## src/hdl/pts_pkg.sv

```systemverilog
package pts_pkg;

  localparam int unsigned TABLE_ROWS = 8;
  localparam int unsigned COIL_COUNT = 4;
  localparam int unsigned ROW_W      = $clog2(TABLE_ROWS);
  localparam int unsigned COIL_W     = $clog2(COIL_COUNT);
  localparam int unsigned RUNS_W     = 14;
  localparam int unsigned STEPS_W    = 16;
  localparam int unsigned MAXC_W     = 10;
  localparam int unsigned PERIOD_W   = 16;
  localparam int unsigned NRUNS_W    = 5;
  localparam int unsigned REG_IDX_W  = 2;

  localparam logic [RUNS_W-1:0] RUNS_MAX = '1;

  // register indexes on the write port
  localparam logic [REG_IDX_W-1:0] REG_COUNT_LIMIT = 2'd0;
  localparam logic [REG_IDX_W-1:0] REG_STEP_PERIOD = 2'd1;
  localparam logic [REG_IDX_W-1:0] REG_PAN_RUNS    = 2'd2;
  localparam logic [REG_IDX_W-1:0] REG_TILT_RUNS   = 2'd3;

  localparam logic [MAXC_W-1:0]   COUNT_LIMIT_RST = 10'd10;
  localparam logic [PERIOD_W-1:0] STEP_PERIOD_RST = 16'd250;
  localparam logic [NRUNS_W-1:0]  PAN_RUNS_RST    = 5'd8;
  localparam logic [NRUNS_W-1:0]  TILT_RUNS_RST   = 5'd4;

  typedef struct packed {
    logic [MAXC_W-1:0]   count_limit;
    logic [PERIOD_W-1:0] step_period;
    logic [NRUNS_W-1:0]  pan_runs;
    logic [NRUNS_W-1:0]  tilt_runs;
  } cfg_t;

  typedef struct packed {
    logic [COIL_COUNT-1:0] pan_coils;
    logic [COIL_COUNT-1:0] tilt_coils;
    logic                  busy;
    logic                  done;
    logic                  rejected;
  } result_t;

  // half-step coil pattern, bit0 is the first coil
  function automatic logic [COIL_COUNT-1:0] half_step(input logic [ROW_W-1:0] row);
    logic [COIL_COUNT-1:0] pat;
    case (row)
      3'd0:    pat = 4'h1;
      3'd1:    pat = 4'h3;
      3'd2:    pat = 4'h2;
      3'd3:    pat = 4'h6;
      3'd4:    pat = 4'h4;
      3'd5:    pat = 4'hC;
      3'd6:    pat = 4'h8;
      default: pat = 4'h9;
    endcase
    return pat;
  endfunction

  function automatic logic [MAXC_W-1:0] clamp_mag(input logic [STEPS_W-1:0] v,
                                                 input logic [MAXC_W-1:0]  lim);
    logic [STEPS_W-1:0] mag;
    mag = v[STEPS_W-1] ? STEPS_W'(-v) : v;
    return (mag > {{(STEPS_W-MAXC_W){1'b0}}, lim}) ? lim : mag[MAXC_W-1:0];
  endfunction

  // magnitude times runs, saturated to the pass counter range
  function automatic logic [RUNS_W-1:0] pass_total(input logic [MAXC_W-1:0]  mag,
                                                  input logic [NRUNS_W-1:0] runs);
    logic [MAXC_W+NRUNS_W-1:0] prod;
    prod = {{NRUNS_W{1'b0}}, mag} * {{MAXC_W{1'b0}}, runs};
    return (prod > (MAXC_W+NRUNS_W)'(RUNS_MAX)) ? RUNS_MAX : prod[RUNS_W-1:0];
  endfunction

endpackage

```

## src/hdl/pts_step.sv

```systemverilog
module pts_step
  import pts_pkg::*;
(
  input  logic                      clk,
  input  logic                      rst,
  input  logic                      fire,
  input  logic                      action,
  input  logic signed [STEPS_W-1:0] pan_steps,
  input  logic signed [STEPS_W-1:0] tilt_steps,
  input  cfg_t                      cfg,
  output result_t                   res
);

  typedef enum logic [1:0] {PH_IDLE, PH_PAN, PH_TILT, PH_FINISH} phase_t;

  phase_t                phase, phase_next;
  logic [RUNS_W-1:0]     runs_left, runs_left_next;
  logic [RUNS_W-1:0]     tilt_pending, tilt_pending_next;
  logic [ROW_W-1:0]      table_row, table_row_next;
  logic [COIL_W-1:0]     coil_index, coil_index_next;
  logic [PERIOD_W-1:0]   delay_count, delay_count_next;
  logic                  pan_reverse, pan_reverse_next;
  logic                  tilt_reverse, tilt_reverse_next;
  logic [COIL_COUNT-1:0] pan_coil, pan_coil_next;
  logic [COIL_COUNT-1:0] tilt_coil, tilt_coil_next;

  logic [RUNS_W-1:0]     pan_pass, tilt_pass;
  logic [PERIOD_W-1:0]   reload;
  logic                  rev_sel;
  logic [ROW_W-1:0]      row_sel;
  logic [COIL_COUNT-1:0] row_pat;
  logic                  coil_bit;
  logic                  done, rejected;

  assign pan_pass  = pass_total(clamp_mag(pan_steps, cfg.count_limit), cfg.pan_runs);
  assign tilt_pass = pass_total(clamp_mag(tilt_steps, cfg.count_limit), cfg.tilt_runs);
  assign reload    = (cfg.step_period == '0) ? '0 : cfg.step_period - 1'b1;
  assign rev_sel   = (phase == PH_PAN) ? pan_reverse : tilt_reverse;
  assign row_sel   = rev_sel ? ~table_row : table_row;
  assign row_pat   = half_step(row_sel);
  assign coil_bit  = row_pat[coil_index];

  always_comb begin
    phase_next        = phase;
    runs_left_next    = runs_left;
    tilt_pending_next = tilt_pending;
    table_row_next    = table_row;
    coil_index_next   = coil_index;
    delay_count_next  = delay_count;
    pan_reverse_next  = pan_reverse;
    tilt_reverse_next = tilt_reverse;
    pan_coil_next     = pan_coil;
    tilt_coil_next    = tilt_coil;
    done              = 1'b0;
    rejected          = 1'b0;

    if (action) begin
      if (phase != PH_IDLE) begin
        rejected = 1'b1;
      end else begin
        pan_reverse_next  = pan_steps[STEPS_W-1];
        tilt_reverse_next = ~tilt_steps[STEPS_W-1];
        pan_coil_next     = '0;
        tilt_coil_next    = '0;
        table_row_next    = '0;
        coil_index_next   = '0;
        delay_count_next  = '0;
        if (pan_pass != '0) begin
          phase_next        = PH_PAN;
          runs_left_next    = pan_pass;
          tilt_pending_next = tilt_pass;
        end else if (tilt_pass != '0) begin
          phase_next        = PH_TILT;
          runs_left_next    = tilt_pass;
          tilt_pending_next = '0;
        end else begin
          runs_left_next    = '0;
          tilt_pending_next = '0;
          done              = 1'b1;
        end
      end
    end else if (phase != PH_IDLE) begin
      if (delay_count != '0) begin
        delay_count_next = delay_count - 1'b1;
      end else if (phase == PH_FINISH) begin
        pan_coil_next   = '0;
        tilt_coil_next  = '0;
        phase_next      = PH_IDLE;
        runs_left_next  = '0;
        table_row_next  = '0;
        coil_index_next = '0;
        done            = 1'b1;
      end else begin
        // write one coil bit, then advance coil, row and pass counters
        if (phase == PH_PAN) begin
          pan_coil_next[coil_index] = coil_bit;
        end else begin
          tilt_coil_next[coil_index] = coil_bit;
        end
        coil_index_next  = coil_index + 1'b1;
        delay_count_next = reload;
        if (coil_index == COIL_W'(COIL_COUNT - 1)) begin
          table_row_next = table_row + 1'b1;
          if (table_row == ROW_W'(TABLE_ROWS - 1)) begin
            runs_left_next = runs_left - 1'b1;
            if (runs_left == RUNS_W'(1)) begin
              if (phase == PH_PAN && tilt_pending != '0) begin
                phase_next        = PH_TILT;
                runs_left_next    = tilt_pending;
                tilt_pending_next = '0;
              end else begin
                phase_next = PH_FINISH;
              end
            end
          end
        end
      end
    end
  end

  always_comb begin
    res.pan_coils  = pan_coil_next;
    res.tilt_coils = tilt_coil_next;
    res.busy       = (phase_next != PH_IDLE);
    res.done       = done;
    res.rejected   = rejected;
  end

  always_ff @(posedge clk) begin
    if (rst) begin
      phase        <= PH_IDLE;
      runs_left    <= '0;
      tilt_pending <= '0;
      table_row    <= '0;
      coil_index   <= '0;
      delay_count  <= '0;
      pan_reverse  <= 1'b0;
      tilt_reverse <= 1'b0;
      pan_coil     <= '0;
      tilt_coil    <= '0;
    end else if (fire) begin
      phase        <= phase_next;
      runs_left    <= runs_left_next;
      tilt_pending <= tilt_pending_next;
      table_row    <= table_row_next;
      coil_index   <= coil_index_next;
      delay_count  <= delay_count_next;
      pan_reverse  <= pan_reverse_next;
      tilt_reverse <= tilt_reverse_next;
      pan_coil     <= pan_coil_next;
      tilt_coil    <= tilt_coil_next;
    end
  end

endmodule

```

## src/hdl/pan_tilt_half_step_sequencer.sv

```systemverilog
// Channel   Direction  Handshake            Payload
// input     in         in_valid / in_stall  action, pan_steps, tilt_steps
// output    out        out_valid / out_stall pan_coils, tilt_coils, busy_res,
//                                           move_done, start_rejected
// config    in         wr_en                wr_index, wr_data
//
// One transaction in and one out per clock when nothing stalls.
// A taken input first sits in the input register, which feeds the sequencer;
// the sequencer's update lands in the result register when the input advances.
// rst is synchronous: sequencer coil state off, sequencer idle, registers back to defaults.
// out_stall holds the result register and, through it, the input register;
// in_stall rises only while the input register is full and cannot move on.
module pan_tilt_half_step_sequencer
  import pts_pkg::*;
(
  input  logic                       clk,
  input  logic                       rst,
  input  logic                       in_valid,
  output logic                       in_stall,
  input  logic                       action,
  input  logic signed [STEPS_W-1:0]  pan_steps,
  input  logic signed [STEPS_W-1:0]  tilt_steps,
  output logic                       out_valid,
  input  logic                       out_stall,
  output logic [COIL_COUNT-1:0]      pan_coils,
  output logic [COIL_COUNT-1:0]      tilt_coils,
  output logic                       busy_res,
  output logic                       move_done,
  output logic                       start_rejected,
  input  logic                       wr_en,
  input  logic [REG_IDX_W-1:0]       wr_index,
  input  logic [PERIOD_W-1:0]        wr_data
);

  cfg_t                      cfg;
  logic                      in_vld;
  logic                      in_action;
  logic signed [STEPS_W-1:0] in_pan;
  logic signed [STEPS_W-1:0] in_tilt;
  logic                      out_vld;
  result_t                   out_res;
  result_t                   res;
  logic                      advance;

  assign advance  = in_vld && (!out_vld || !out_stall);
  assign in_stall = in_vld && !advance;

  always_ff @(posedge clk) begin
    if (rst) begin
      cfg.count_limit <= COUNT_LIMIT_RST;
      cfg.step_period <= STEP_PERIOD_RST;
      cfg.pan_runs    <= PAN_RUNS_RST;
      cfg.tilt_runs   <= TILT_RUNS_RST;
    end else if (wr_en) begin
      unique case (wr_index)
        REG_COUNT_LIMIT: cfg.count_limit <= wr_data[MAXC_W-1:0];
        REG_STEP_PERIOD: cfg.step_period <= wr_data;
        REG_PAN_RUNS:    cfg.pan_runs    <= wr_data[NRUNS_W-1:0];
        REG_TILT_RUNS:   cfg.tilt_runs   <= wr_data[NRUNS_W-1:0];
        default:         cfg             <= cfg;
      endcase
    end
  end

  // input register
  always_ff @(posedge clk) begin
    if (rst) begin
      in_vld <= 1'b0;
    end else if (in_valid && !in_stall) begin
      in_vld <= 1'b1;
    end else if (advance) begin
      in_vld <= 1'b0;
    end
  end

  always_ff @(posedge clk) begin
    if (in_valid && !in_stall) begin
      in_action <= action;
      in_pan    <= pan_steps;
      in_tilt   <= tilt_steps;
    end
  end

  pts_step u_step (
    .clk        (clk),
    .rst        (rst),
    .fire       (advance),
    .action     (in_action),
    .pan_steps  (in_pan),
    .tilt_steps (in_tilt),
    .cfg        (cfg),
    .res        (res)
  );

  // result register
  always_ff @(posedge clk) begin
    if (rst) begin
      out_vld <= 1'b0;
    end else if (advance) begin
      out_vld <= 1'b1;
    end else if (!out_stall) begin
      out_vld <= 1'b0;
    end
  end

  always_ff @(posedge clk) begin
    if (advance) begin
      out_res <= res;
    end
  end

  assign out_valid      = out_vld;
  assign pan_coils      = out_res.pan_coils;
  assign tilt_coils     = out_res.tilt_coils;
  assign busy_res       = out_res.busy;
  assign move_done      = out_res.done;
  assign start_rejected = out_res.rejected;

endmodule

```

## config.mk

```make
export PLATFORM = sky130hd
export DESIGN_NAME = pan_tilt_half_step_sequencer
export DESIGN_NICKNAME = d
export VERILOG_FILES = /design/src/hdl/pts_pkg.sv /design/src/hdl/pts_step.sv /design/src/hdl/pan_tilt_half_step_sequencer.sv
export SDC_FILE = /design/constraint.sdc
export NUM_CORES = 1
export LEC_CHECK = 0
export BUFFER_PORTS_ARGS = -buffer_cell sky130_fd_sc_hd__buf_4
export CAP_MARGIN = 20
export CORE_MARGIN = 2
export CORE_UTILIZATION = 55
export DETAILED_ROUTE_END_ITERATION = 12
export PLACE_DENSITY = 0.73
export SLEW_MARGIN = 20
export SYNTH_ARGS = -nofsm -noshare
export SYNTH_HDL_FRONTEND = slang
export SYNTH_SLANG_ARGS = --single-unit
export TNS_END_PERCENT = 50
```

## constraint.sdc

```tcl
create_clock -name clk -period 17.02 [get_ports clk]
set_input_delay 3.404 -clock clk [delete_from_list [all_inputs] [get_ports clk]]
set_output_delay 3.404 -clock clk [all_outputs]
set_load 0.01 [all_outputs]
```

=== Word level (Yosys, flattened, before mapping) ===
Cells that the tools add are included.

* Bits in registers: 143
* Bits of input ports: 56
* Output and inout port bits: 13
* Word-level logic and storage cells: 186

* Add/sub/neg operators: 7
* Multipliers: 2
* Order comparisons: 6
* Equal/unequal tests: 19
* Muxes and demuxes: 88
* Bitwise gates (word level): 3
* Reduce and logical (&&, ||, !) cells: 37

{| class="wikitable"
|+ Operators by type and width
! cell !! number
|-
| 2-to-1 mux 14 bit || 23
|-
| 2-to-1 mux 16 bit || 8
|-
| 2-to-1 mux 4 bit || 12
|-
| nonzero test 14 bit || 3
|-
| > comparator 16 x 10 -> 1 bit || 2
|-
| negator 16 bit || 2
|-
| subtractor 16 x 1 -> 16 bit (second input constant) || 2
|-
| > comparator 15 x 14 -> 1 bit (second input constant) || 2
|-
| multiplier 10 x 5 -> 15 bit || 2
|-
| 2-to-1 mux 2 bit || 15
|-
| one-hot mux 4 bit (7 select lines) || 1
|-
| 2-to-1 mux 3 bit || 7
|-
| 2-to-1 mux 10 bit || 2
|-
| zero test 16 bit || 1
|-
| 2-to-1 mux 1 bit || 16
|-
| nonzero test 16 bit || 1
|-
| nonzero test 2 bit || 8
|-
| equality test 14 x 1 -> 1 bit (second input constant) || 1
|-
| subtractor 14 x 1 -> 14 bit (second input constant) || 1
|-
| equality test 3 bit (second input constant) || 4
|-
| AND reduction 9 bit || 1
|-
| bitwise mux 4 bit || 2
|-
| equality test 2 bit (second input constant) || 4
|-
| AND reduction 2 bit || 4
|-
| other kinds (24) || 38
|}

=== Depth between registers and ports, before layout ===
Gate-level depths: netlist (run 1).

* Depth in word-level cells: 13
* Gate-level depth with buffers: 32
* Depth with buffers taken out: 30

=== Hierarchy ===
Synthesis (run 1) repeated with hierarchy kept, for this count alone.

* Cells, all modules: 1420
* Area, all modules: 12102.9 µm²

{| class="wikitable"
|+ By module, submodules not included
! module !! times used !! cells an instance !! area each (µm²) !! sequential area each (µm²)
|-
| pts_step || 1 || 1219 || 9196.3 || 1221.2
|-
| pan_tilt_half_step_sequencer || 1 || 201 || 2906.5 || 2082.0
|}

=== Least setup slack after synthesis (run 1) ===
Ideal clock, no wire load.

* Path type: register to register
* Start: reg in_pan[3]
* End: reg out_res, in the netlist busy_res (data pin)
* Library setup time: 0.265 ns
* Arrival: 7.336 ns
* Required time: 16.755 ns
* Setup slack: 9.419 ns
* Stages on the path, launching flop included: 30
* Buffers on the path: 2
* Period minus slack after synthesis: 7.601 ns
* Cell sequence: edfxtp_1 nor4_4 nand2_1 o41ai_1 xnor2_1 ha_1 a211oi_1 o21ai_0 nor2_1 a211oi_1 nor4_4 clkbuf_1 mux2i_1 nor2b_1 fa_1 fa_1 inv_1 fa_1 inv_1 ha_1 o21ai_0 o21a_1 a2bb2oi_1 o21ai_0 a311o_1 nor4_2 and2_4 buf_6 o31a_1 o21ai_0

{| class="wikitable"
|+ RTL lines
! item !! RTL line !! RTL
|-
| start, declared || pan_tilt_half_step_sequencer.sv:38 || <nowiki>logic signed [STEPS_W-1:0] in_pan;</nowiki>
|-
| start signal, assigned || pan_tilt_half_step_sequencer.sv:79 || <nowiki>in_pan <= pan_steps;</nowiki>
|-
| end signal, assigned || pan_tilt_half_step_sequencer.sv:108 || <nowiki>out_res <= res;</nowiki>
|-
| end, declared || pan_tilt_half_step_sequencer.sv:41 || <nowiki>result_t out_res;</nowiki>
|}

==> reports/metrics.csv, run 1 <==
stage;metric;value;unit
place;io_buffer_count;68;
setup_path;endpoint_kind;register;
place;gp_congestion;0.908;
cts;clk_pin_slew;0.07;ns
place;hpwl;21200;um
synth;async_flop_share;0;
route;drtIter0Drc;698;
die;io_pins;69;
cells_and_area;drive_gt1_frac;0.0884;
cts;cts_root_buffer;clkbuf_16;
timing;final.min_clock_period;8.47;ns
cts;cts_made_buffers;17;
die;die_x;150;um
synth;synth_edf_count;44;
power_and_ir_drop;power_leakage;5.35;nW
setup_path;crit_top_cell;o21ai_0;
setup_path;regToRegSetupSlack;8.55;ns
cells_and_area;diodes;0;
global_routing;grt_use_total;0.259;
die;rows;53;
power_and_ir_drop;cellPowerDensity;73.1;mW/mm2
setup_path;path_max_fanout;13;
run_status;outcome;finished, final reports clean;
global_routing;antenna_found_initial;0;
global_routing;grt_pass1_wl;47000;um
timing;worstMarginPinSlew;1.13;ns
global_routing;grt_pass1_vias;9517;
die;start_util;0.557;
cts;holdBufCountCts;0;
synth;ys_ff_latch;143;
power_and_ir_drop;p_sw_frac;0.318;
synth;synthDistinctLibCells;81;
power_and_ir_drop;p_int;0.643;mW
timing;setup_violations;0;
timing;finalCritPeriodShare;0.498;
power_and_ir_drop;p_clk_frac;0.373;
timing;fmax;118;MHz
setup_path;critPathTopFamily;compound AO/OA/AOI/OAI gates;
die;dieArea;0.0224;mm2
setup_path;slowest_stage;nor4_4;
die;die_h;150;um
power_and_ir_drop;total_power;0.943;mW
route;vias;10200;
setup_path;crit_required;17.19;ns
cts;clk_latency;0.44;ns
route;viasPerCell;5.88;
cts;cts-resized-gates;0;
cells_and_area;syn2layout_area_growth;10.5;%
route;wl_per_cell;16.2;um
synth;mappedNetlistArea;0.0117;mm2
synth;seq_area_frac_synth;0.283;
synth;yosysWarningCount;0;
setup_path;crit_path_start_kind;register;
die;core;0.0210;mm2
timing;final.setup.tns;0;ns
timing;drv_slew;0;
synth;netlist_instances;1412;
route;dr.pass1.iters;7;
cts;htree_levels;4;
global_routing;grt_max_degree;100;
synth;avgSynthCellArea;8.27;um2
route;ant_nets;0;
job;max_cap_viol_count;0;
setup_path;max_stage_delay;0.79;ns
cts;clk_path_buf_depth;2;
cells_and_area;final_nets;1632;
cts;cts_tree;built;
synth;synth.net_count;1597;
min_path;hp-class;register to register;
setup_path;path_class;register to register;
timing;max_slew_margin;0.244;
timing;hold_viol;0;
global_routing;grt_overflow;0;
cts;cts_setup_buffers;0;
route;route.detailed.drc;0;
setup_path;critPathBufInv;2;
cts;clock-sinks;143;
power_and_ir_drop;p_seq_frac;0.407;
route;wl;28100;um
setup_path;cp_data_arrival_time;8.65;ns
timing;finalClockSkew;0.0228;ns
power_and_ir_drop;vdd_drop_max;0.0671;mV
synth;synth_top_flop_cell;dfxtp_1;
power_and_ir_drop;switchingPower;0.299;mW
timing;rsz0062_at_grt;false;
power_and_ir_drop;combPwrFrac;0.220;
layer usage:
layer  GRT usage  wire length, um  up-vias
met5           0                0        -
li1            -                -     5051
met3      0.0351             1570       53
met1       0.357            13000     4757
met4      0.0858              748        0
met2       0.422            12800      339
cells in the final DEF (no fill, tap or decap), drive strengths merged, types with 7 or more instances in the layout:
cell type	Yosys	final
o21a	10	10
dfxtp	99	99
ha	81	81
a22o	8	8
xor2	13	13
or3	7	7
a21oi	85	85
nor2	171	171
fa	48	48
nand3	24	24
inv	104	108
o31ai	9	9
a31oi	14	14
nand2	127	127
nand2b	34	34
clkbuf	48	22
xnor2	42	42
nor4	25	25
mux2i	28	28
buf	11	74
nor2b	77	77
o21ai	77	77
a22oi	17	17
and2	11	11
and3	11	11
nor3	34	34
a311oi	7	7
edfxtp	44	44
a211oi	21	21
a211o	8	8
nand4	17	17
nand3b	9	9
registers in the layout (all words and copies together), names as in the netlist, 2 cells and up:
| name | count |
|---|---|
| in_tilt | 16 |
| in_pan | 16 |
| u_step.coil_index | 2 |
| u_step.table_row | 3 |
| u_step.delay_count | 16 |
| u_step.tilt_coil | 4 |
| u_step.tilt_pending | 14 |
| tilt_coils | 4 |
| u_step.pan_coil | 4 |
| pan_coils | 4 |
| cfg | 36 |
| u_step.phase | 2 |
| u_step.runs_left | 14 |
cell usage after synthesis, drive strengths merged (8+ instances only):
| master | instances | area share |
|---|---|---|
| clkbuf | 48 | 0.015 |
| buf | 11 | 0.0050 |
| a211oi | 21 | 0.014 |
| nor2 | 171 | 0.055 |
| nand3 | 24 | 0.010 |
| mux2i | 28 | 0.024 |
| a21oi | 85 | 0.036 |
| o31ai | 9 | 0.0058 |
| nand3b | 9 | 0.0058 |
| and3 | 11 | 0.0059 |
| a22oi | 17 | 0.011 |
| nor2b | 77 | 0.041 |
| edfxtp | 44 | 0.11 |
| a31oi | 14 | 0.0075 |
| nand2b | 34 | 0.018 |
| fa | 48 | 0.082 |
| ha | 81 | 0.087 |
| nand4 | 17 | 0.0091 |
| dfxtp | 99 | 0.17 |
| o21a | 10 | 0.0064 |
| a22o | 8 | 0.0060 |
| nor4 | 25 | 0.017 |
| o21ai | 77 | 0.033 |
| and2 | 11 | 0.0061 |
| xnor2 | 42 | 0.032 |
| inv | 104 | 0.033 |
| nand2 | 127 | 0.041 |
| nor3 | 34 | 0.015 |
| xor2 | 13 | 0.0098 |
| a211o | 8 | 0.0060 |
stage by stage:
step / area, um2 / util / setup slack (ns) / std cells / hold slack [ns]
finish: 12900 / 0.616 / 8.55 / 1735 / 0.478
global route: 12900 / 0.616 / 7.87 / 1735 / 0.507
CTS: 12900 / 0.615 / 8.61 / 1734 / 0.476
detailed placement: 12300 / 0.589 / 8.65 / 1702 / 0.467
global placement: 12300 / 0.589 / 8.87 / 1702 / 0.454
floorplan: 11700 / - / 9.42 / 1412 / 0.436
cell type report:
| cell class | instances | area [um2] |
|---|---|---|
| Fill cell | 1915 | 8060 |
| Multi-Input combinational cell | 1105 | 7750 |
| Sequential cell | 143 | 3300 |
| Timing Repair Buffer | 75 | 563 |
| Clock buffer | 21 | 462 |
| Inverter | 105 | 394 |
| Tap cell | 275 | 344 |
| Clock inverter | 11 | 77.6 |
kinds of logic (layout without fill, tap and decap cells):
group	Yosys count	in the layout	synth area share
flops	143	143	0.283
fa+ha+maj	129	129	0.169
buf+inv	164	212	0.0542
compound gates	317	317	0.178
simple gates	571	571	0.245
mux	33	33	0.0292
xor+xnor	55	55	0.0419
final timing paths:
kind	startpoint	end	cells after the start
max	in_pan[3]	busy_res	27
min	u_step.tilt_coil[1]	u_step.tilt_coil[1]	2
max reg2reg	in_pan[3]	busy_res	27
min reg2reg	u_step.tilt_coil[1]	u_step.tilt_coil[1]	2
power groups by stage:
stage,clock (mW),sequential (mW),combinational (mW)
3_3_place_gp,0,0.390,0.199
6_report,0.352,0.383,0.207
4_1_cts,0.357,0.383,0.204
2_1_floorplan,0,0.383,0.152
3_5_place_dp,0,0.390,0.202
5_1_grt,0.369,0.386,0.232
worst reg2reg max path, delay by kind of cell, from the launching register on:
family	cells	cell delay, ns
xor+xnor	1	0.23
compound gates	11	2.33
fa+ha+maj	5	2.22
flops	1	0.47
simple gates	7	2.30
mux	1	0.53
buf+inv	2	0.09
No activity file was read; power rests on OpenSTA's default activity.
==> inputs of run 2 (changes only) <==
--- a/config.mk
+++ b/config.mk
@@ -5,12 +5,13 @@
 export SDC_FILE = /design/constraint.sdc
 export NUM_CORES = 1
 export LEC_CHECK = 0
+export ABC_AREA = 1
 export BUFFER_PORTS_ARGS = -buffer_cell sky130_fd_sc_hd__buf_4
 export CAP_MARGIN = 20
 export CORE_MARGIN = 2
 export CORE_UTILIZATION = 55
 export DETAILED_ROUTE_END_ITERATION = 12
-export PLACE_DENSITY = 0.73
+export PLACE_DENSITY = 0.76
 export SLEW_MARGIN = 20
 export SYNTH_ARGS = -nofsm -noshare
 export SYNTH_HDL_FRONTEND = slang
==> constraint.sdc (replaced) <==
create_clock -name clk -period 7.55 [get_ports clk]
set_input_delay 1.51 -clock clk [delete_from_list [all_inputs] [get_ports clk]]
set_output_delay 1.51 -clock clk [all_outputs]
set_load 0.01 [all_outputs]
==> run 2 against run 1 <==
Highest routed layer unchanged. Sequential share of layout area decreased by 1.0 points. Largest power group unchanged. Setup slack got worse by 8.1 ns. Clock skew decreased by 0.011 ns. Power increased by 150%. Cell area increased by 4.2%.
==> reports/metrics.csv, run 2 <==
stage;metric;value;unit;change
place;preCtsSetupSlack;-0.151;ns;-8.80 ns
place;hpwl;22400;um;+5.7%
power_and_ir_drop;power_leakage;6.40;nW;+20%
cells_and_area;diodes;0;;unchanged
route;ant_nets;0;;unchanged
setup_path;max_stage_delay;0.55;ns;-0.24 ns
route;viasPerCell;5.44;;-7.5%
synth;synth_edf_count;44;;unchanged
synth;mappedNetlistArea;0.0120;mm2;+2.9%
synth;synth.net_count;1869;;+17%
timing;finalCritPeriodShare;0.935;;+0.437
route;dr.pass1.iters;5;;-2
synth;seq_area_frac_synth;0.275;;-0.00793
cells_and_area;stdcell_area;0.0134;mm2;+4.2%
cts;clk_pin_slew;0.06;ns;about the same
cells_and_area;fin_cells;2042;;+18%
setup_path;critPathBufInv;5;;+3
timing;final.min_clock_period;7.06;ns;-1.42 ns
place;dp_cells;2006;;+18%
global_routing;antenna_found_initial;0;;unchanged
timing;setup_violations;0;;unchanged
cells_and_area;drive_gt1_frac;0.106;;+0.0178
place;gp_congestion;0.929;;+2.3%
setup_path;crit_path_start_kind;register;;
setup_path;path_class;register to register;;
place;io_buffer_count;68;;unchanged
cells_and_area;largest_reg_flops;36;;unchanged
die;io_pins;69;;unchanged
synth;yosysMostFrequentCell;nand2_1;;
setup_path;cp_data_arrival_time;7.42;ns;-1.23 ns
setup_path;crit_top_cell;nand2_1;;
power_and_ir_drop;total_power;2.35;mW;+150%
die;dieArea;0.0230;mm2;+2.8%
power_and_ir_drop;cellPowerDensity;175;mW/mm2;+140%
cells_and_area;fillers;1958;;+2.2%
cells_and_area;final_nets;1934;;+19%
timing;drv_slew;0;;unchanged
cells_and_area;syn2layout_area_growth;12.0;%;
route;drtIter0Drc;658;;-5.7%
cells_and_area;multi_input_area;0.00758;mm2;-2.3%
global_routing;grt_overflow;0;;unchanged
timing;fmax;142;MHz;+20%
synth;ys_ff_latch;143;;unchanged
cells_and_area;ff_latch_area;0.00330;mm2;unchanged
setup_path;crit_required;7.92;ns;-9.27 ns
timing;worstMarginPinSlew;1.07;ns;-0.0614 ns
cts;clock-sinks;143;;unchanged
cts;holdBufCountCts;0;;unchanged
synth;avgSynthCellArea;7.13;um2;-14%
global_routing;grt_pass1_wl;47700;um;+1.5%
min_path;hp-class;register to register;;
synth;ys_top_cells_by_area;dfxtp_1 (17%), edfxtp_1 (11%), nand2_1 (10%);;
global_routing;grt_pass1_vias;10300;;+8.2%
power_and_ir_drop;vdd_drop_max;0.114;mV;+71%
cells_and_area;final_common_cell;nand2_1;;
cts;clk_latency;0.43;ns;about the same
route;route.detailed.drc;0;;unchanged
cells_and_area;layout_common_cells;nand2_1 (328), inv_1 (248), nor2_1 (228), a21oi_1 (106), o21ai_0 (105);;
route;wl_per_cell;14.1;um;-13%
setup_path;slowest_stage;fa_1;;
place;post_dp_cell_area;0.0128;mm2;+3.4%
synth;yosysWarningCount;0;;unchanged
synth;async_flop_share;0;;unchanged
die;core;0.0216;mm2;+3.2%
setup_path;critPathTopFamily;simple AND/OR/NAND/NOR gates;;
global_routing;grt_use_total;0.257;;-0.00228
synth;yosysTopAreaCell;dfxtp_1;;
die;die_x;152;um;+1.4%
synth;synthDistinctLibCells;56;;-31%
timing;finalClockSkew;0.0121;ns;-0.0107 ns
timing;hold_viol;0;;unchanged
cts;htree_levels;4;;unchanged
setup_path;path_max_fanout;15;;+2
die;start_util;0.555;;-0.00158
synth;synth_top_flop_cell;dfxtp_1;;
cts;cts_made_buffers;17;;unchanged
timing;setup_ws;0.493;ns;-8.05 ns
die;rows;54;;+1.9%
synth;netlist_instances;1684;;+19%
route;vias;11100;;+8.8%
cts;cts_root_buffer;clkbuf_16;;
synth;yosys-top-cells-count;nand2_1 (330), inv_1 (250), nor2_1 (231);;
synth;yosys.area.top_type_share;0.165;;-0.00476
timing;final.setup.tns;0;ns;unchanged
cts;clk_path_buf_depth;2;;unchanged
cts;cts_tree;built;;
cells_and_area;top_register;cfg;;
setup_path;endpoint_kind;register;;
job;max_cap_viol_count;0;;unchanged
global_routing;grt_max_degree;53;;-47%
route;wl;28900;um;+2.7%
die;die_h;152;um;+1.4%
timing;max_slew_margin;0.282;;+0.0383
run_status;outcome;finished, final reports clean;;
-- run 2: logic make-up (layout without fill, tap and decap cells) --
family | after synthesis | after routing | share of synthesized area
buffers and inverters | 300 | 378 | 0.0978
adders and majority gates | 129 | 129 | 0.164
xor gates and xnor gates | 59 | 59 | 0.0430
AOI/OAI and AO/OA | 309 | 309 | 0.147
and+or+nand+nor | 744 | 744 | 0.273
DFF | 143 | 143 | 0.275
-- run 2: path summary, 6_finish.rpt --
kind	start	to	slack [ns]	cells after the start
max reg2reg	in_pan[0]	u_step.runs_left[5]	0.49	37
min	u_step.pan_reverse	u_step.pan_reverse	0.47	2
max	in_pan[0]	u_step.runs_left[5]	0.49	37
min reg2reg	u_step.pan_reverse	u_step.pan_reverse	0.47	2
-- run 2: metrics by stage --
| step | utilization | hold WS (ns) |
|---|---|---|
| final | 0.622 | 0.467 |
| after global placement | 0.591 | 0.452 |
| after global routing | 0.622 | 0.483 |
| after CTS | 0.619 | 0.462 |
| after detailed placement | 0.591 | 0.454 |
| after floorplan | - | 0.430 |
-- run 2: layout make-up --
class                   instances  share of cell area
multi-input cells            1241               0.564
inverters                     263              0.0743
clock inverters                13             0.00856
flip-flops and latches        143               0.246
clock buffers                  19              0.0345
repair buffers                 83              0.0473
well taps                     280              0.0261
-- run 2: metal layers --
metal | vias up | wire length, um | global-route usage
met5 | - | 0 | 0
li1 | 5629 | - | -
met4 | 0 | 830 | 0.0931
met1 | 5071 | 13300 | 0.340
met2 | 339 | 13300 | 0.427
met3 | 61 | 1400 | 0.0386
-- run 2: timing repair --
action / 4_1_cts / 5_1_grt
endpoints found under the setup margin: 2 / 32
gates resized for setup: 2 / 22
buffers inserted: 1 / 3
gates cloned: 0 / 0
pin swaps: 0 / 4
-- run 2: report_power, final --
group | total [mW] | switching (mW) | internal [mW]
clock | 0.832 | 0.372 | 0.461
sequential | 0.869 | 0.0352 | 0.834
combinational | 0.651 | 0.409 | 0.241
-- run 2: worst register-to-register path: cells and delay by family, from the launching register on --
kind	cells	cell delay (ns)
XOR/XNOR	1	0.17
adder cells (fa/ha/maj)	6	2.35
AO/OA/AOI/OAI	7	1.13
flip-flops	1	0.40
buffers and inverters	5	0.44
AND/OR/NAND/NOR	18	2.52
